`config.mk`:
```
export PLATFORM = sky130hd
export DESIGN_NAME = bmm_ram
export DESIGN_NICKNAME = d
export VERILOG_FILES = /design/src/sv/bmm_ram.sv
export SDC_FILE = /design/constraint.sdc
export NUM_CORES = 2
export LEC_CHECK = 0
export BUFFER_PORTS_ARGS = -buffer_cell sky130_fd_sc_hd__buf_4
export CORE_MARGIN = 2
export CORE_UTILIZATION = 52
export CTS_CLUSTER_SIZE = 16
export DETAILED_ROUTE_END_ITERATION = 10
export PLACE_DENSITY_LB_ADDON = 0.15
export SETUP_SLACK_MARGIN = 0.2
export SLEW_MARGIN = 5
export SYNTH_ARGS = -nofsm -noshare
export SYNTH_HDL_FRONTEND = slang
export SYNTH_SLANG_ARGS = --single-unit
```
`constraint.sdc`:
```
create_clock -name clk -period 11.53 [get_ports clk]
set_input_delay 2.306 -clock clk [delete_from_list [all_inputs] [get_ports clk]]
set_output_delay 2.306 -clock clk [all_outputs]
set_load 0.1 [all_outputs]
```
`src/sv/bmm_ram.sv`:
```
`timescale 1ns / 1ps
module bmm_ram #(
  parameter int WIDTH = 32,
  parameter int DEPTH = 128
) (
  input  logic                                      clk,
  input  logic                                      we,
  input  logic [((DEPTH > 1) ? $clog2(DEPTH) : 1)-1:0] waddr,
  input  logic [WIDTH-1:0]                          wdata,
  input  logic [((DEPTH > 1) ? $clog2(DEPTH) : 1)-1:0] raddr,
  output logic [WIDTH-1:0]                          rdata
);

  logic [WIDTH-1:0] mem [DEPTH];

  always_ff @(posedge clk) begin
    if (we) begin
      mem[waddr] <= wdata;
    end
    rdata <= mem[raddr];
  end

endmodule

```
==> impl_metrics.py <==
metrics = {
    "outcome": {
        "status": "finished, final reports clean",
    },
    "finish": {
        "fillers": 20650,
        "drive_above_1_share": 0.357,
        "final_nets": 6430,
        "area_delta_synth_final_pct": 13.2,
        "instances_no_fill": 10709,
    },
    "setup_path": {
        "crit_type": "input port to flip-flop",
        "r2r_slack_ns": 8.91,
        "crit_path_end_kind": "flip-flop",
        "critPathMaxFanout": 96,
        "worstReg2RegStart": "mem[23][5]$_DFFE_PP_",
        "required_ns": 12.38,
        "worstPathArrival_ns": 6.57,
        "r2r_cells": 4,
        "endpoint": "rdata[20]$_DFF_P_",
        "start_kind": "input port",
        "cp-startpoint": "raddr[0]",
        "r2r_end": "rdata[5]$_DFF_P_",
    },
    "routing": {
        "post-route-drc-count": 0,
        "post_drt_wl_per_cell_um": 39.3,
        "ant_nets": 0,
        "wl_um": 421000,
        "drtIter0Drc": 10940,
        "drt-pass1-iter-count": 5,
        "viasPerCell": 6.61,
        "vias": 70793,
    },
    "clocking": {
        "cts.repair.resized": 0,
        "cts_tree": "built",
        "htree_levels": 5,
        "cts_buffers": 411,
        "clk_pin_slew_ns": 0.06,
        "cts_hold_buffers": 0,
        "cts_sinks": 4128,
        "postCtsSetupBuffers": 0,
        "clockBufferDepth": 4,
        "insertion_delay_ns": 0.97,
        "root_buffer": "clkbuf_16",
    },
    "synthesis": {
        "synth_area_um2": 156000,
        "synth_cells": 5990,
        "yosysSeqAreaShare": 0.791,
        "synth.distinct_cells": 17,
        "synth_area_leader_cell": "edfxtp_1",
        "syn_area_per_cell_um2": 26.1,
        "syn_nets": 6038,
        "yosys_register_bits": 4128,
        "synth_area_leaders": "edfxtp_1 79%, mux4_2 19%, clkbuf_1 0.44%",
        "yosysWarnings": 0,
        "yosys.area.top_type_share": 0.787,
    },
    "global_route": {
        "overflow": 0,
        "grt_pass1_wl_um": 580000,
        "track_usage": 0.278,
        "antenna_found_initial": 69,
        "grt_start_max_net_pins": 142,
        "grt_pass1_vias": 71655,
    },
    "power_and_ir_drop": {
        "vdd_drop_max_mv": 0.145,
        "power.density_nw_per_um2": 180,
        "leakage_uw": 0.0541,
    },
    "placement": {
        "finalWeightedCongestion": 0.786,
        "preCtsSetupSlack_ns": 4.75,
        "dp_hpwl_um": 226000,
        "io_buffers": 79,
        "placed_cells": 9927,
    },
    "timing": {
        "slew_violations": 0,
        "min_period_ns": 5.72,
        "setup_viol": 0,
        "timing.final.hold_violations": 0,
        "rsz0062_at_grt": "false",
        "relSlewSlack": 0.183,
        "setup-tns-final_ns": 0,
        "fmax_ghz": 0.175,
        "fin_crit_sh": 0.496,
        "clock_skew_ns": 0.0359,
        "fin_ws_ns": 5.81,
        "tightest_slew_ns": 1.22,
    },
    "floorplan": {
        "ios": 80,
        "die_w_um": 552,
        "core.rowCount": 201,
        "start_util": 0.522,
        "dieArea_um2": 305000,
        "fp.dieH_um": 552,
        "core_region_area_um2": 300000,
    },
    "flow_run": {
        "max_cap_viol_count": 0,
    },
    "worst_hold_path": {
        "hp-class": "flip-flop to flip-flop",
    },
}
==> cell families after synthesis <==
group | Yosys count | share of synthesized area
AND/OR/NAND/NOR | 170 | 0.00446
buffers and inverters | 316 | 0.00839
multiplexers | 1376 | 0.196
flip-flops | 4128 | 0.791
==> cell usage in the layout (no fill, tap or decap), types with 8 or more instances in the layout <==
cell	instances
buf_4	276
diode_2	21
inv_6	10
clkinv_1	101
nor2_4	119
mux2_2	32
edfxtp_1	4096
clkinvlp_4	18
nand3_1	8
dfxtp_1	32
clkbuf_1	65
nand2_1	11
clkinv_2	77
clkinv_8	10
buf_12	14
clkbuf_16	416
nor3_2	9
bufinv_16	53
mux4_2	1344
==> cell type report <==
class	count	area, µm²	area share
Sequential cell	4128	124000	0.699
Multi-Input combinational cell	1546	32300	0.183
Clock buffer	481	10700	0.0602
Tap cell	3958	4950	0.0280
Clock inverter	280	2920	0.0165
Timing Repair Buffer	295	2440	0.0138
Antenna cell	21	52.6	0.000297
==> synth_stat cells <==
library cell and n:
nand2b_1 2, or3_1 1, buf_4 3, nand4_1 3, dfxtp_1 32, buf_1 50
nand2_1 14, nor2_1 122, buf_6 2, nand3_1 12, buf_2 79, nor3_1 9
mux4_2 1344, clkbuf_1 182, edfxtp_1 4096, mux2_2 32, nor2b_1 7
==> per-layer routing <==
layer / global-route usage / part of all wire / up-vias
met4: 0.100 / 0.042 / 18
met1: 0.389 / 0.38 / 39297
li1: - / - / 27226
met2: 0.446 / 0.49 / 3651
met5: 0 / 0.00028 / -
met3: 0.0485 / 0.092 / 601
==> report_power, final <==
group | switching, µW | total, µW | internal (µW)
Sequential | 75.9 | 16700 | 16600
Combinational | 1130 | 1740 | 603
Clock | 5680 | 13500 | 7810
==> flip-flops by register name, summed over array words and instances (netlist names) <==
register	flops
rdata	32
mem	4096
==> how the worst min path moves through the flow <==
stage | start | end | slack [ns] | cells past startpoint
final | mem[112][14]$_DFFE_PP_ | rdata[14]$_DFF_P_ | 1.14 | 4
after global routing | mem[112][14]$_DFFE_PP_ | rdata[14]$_DFF_P_ | 1.17 | 4
after CTS | mem[127][6]$_DFFE_PP_ | rdata[6]$_DFF_P_ | 1.15 | 4
after detailed placement | mem[119][0]$_DFFE_PP_ | rdata[0]$_DFF_P_ | 1.12 | 4
after global placement | mem[104][25]$_DFFE_PP_ | rdata[25]$_DFF_P_ | 1.12 | 4
after floorplan | mem[36][0]$_DFFE_PP_ | rdata[0]$_DFF_P_ | 1.07 | 4
==> per-stage QoR <==
stage | instance area (µm²) | hold slack, ns | power [µW] | utilization
final | 177000 | 1.14 | 31900 | 0.591
after global routing | 177000 | 1.17 | 32700 | 0.591
after detailed placement | 163000 | 1.12 | 18700 | 0.545
after CTS | 177000 | 1.15 | 32100 | 0.591
after floorplan | 156000 | 1.07 | 17900 | -
after global placement | 163000 | 1.12 | 18700 | 0.545
==> worst max-delay path, stage by stage <==
cell	delay (ns)
buf_16	0.46
buf_12	0.69
buf_4	0.84
mux4_2	0.62
mux4_2	0.47
mux4_2	0.64
mux2_2	0.32
Power figures use the tool's default switching activity.
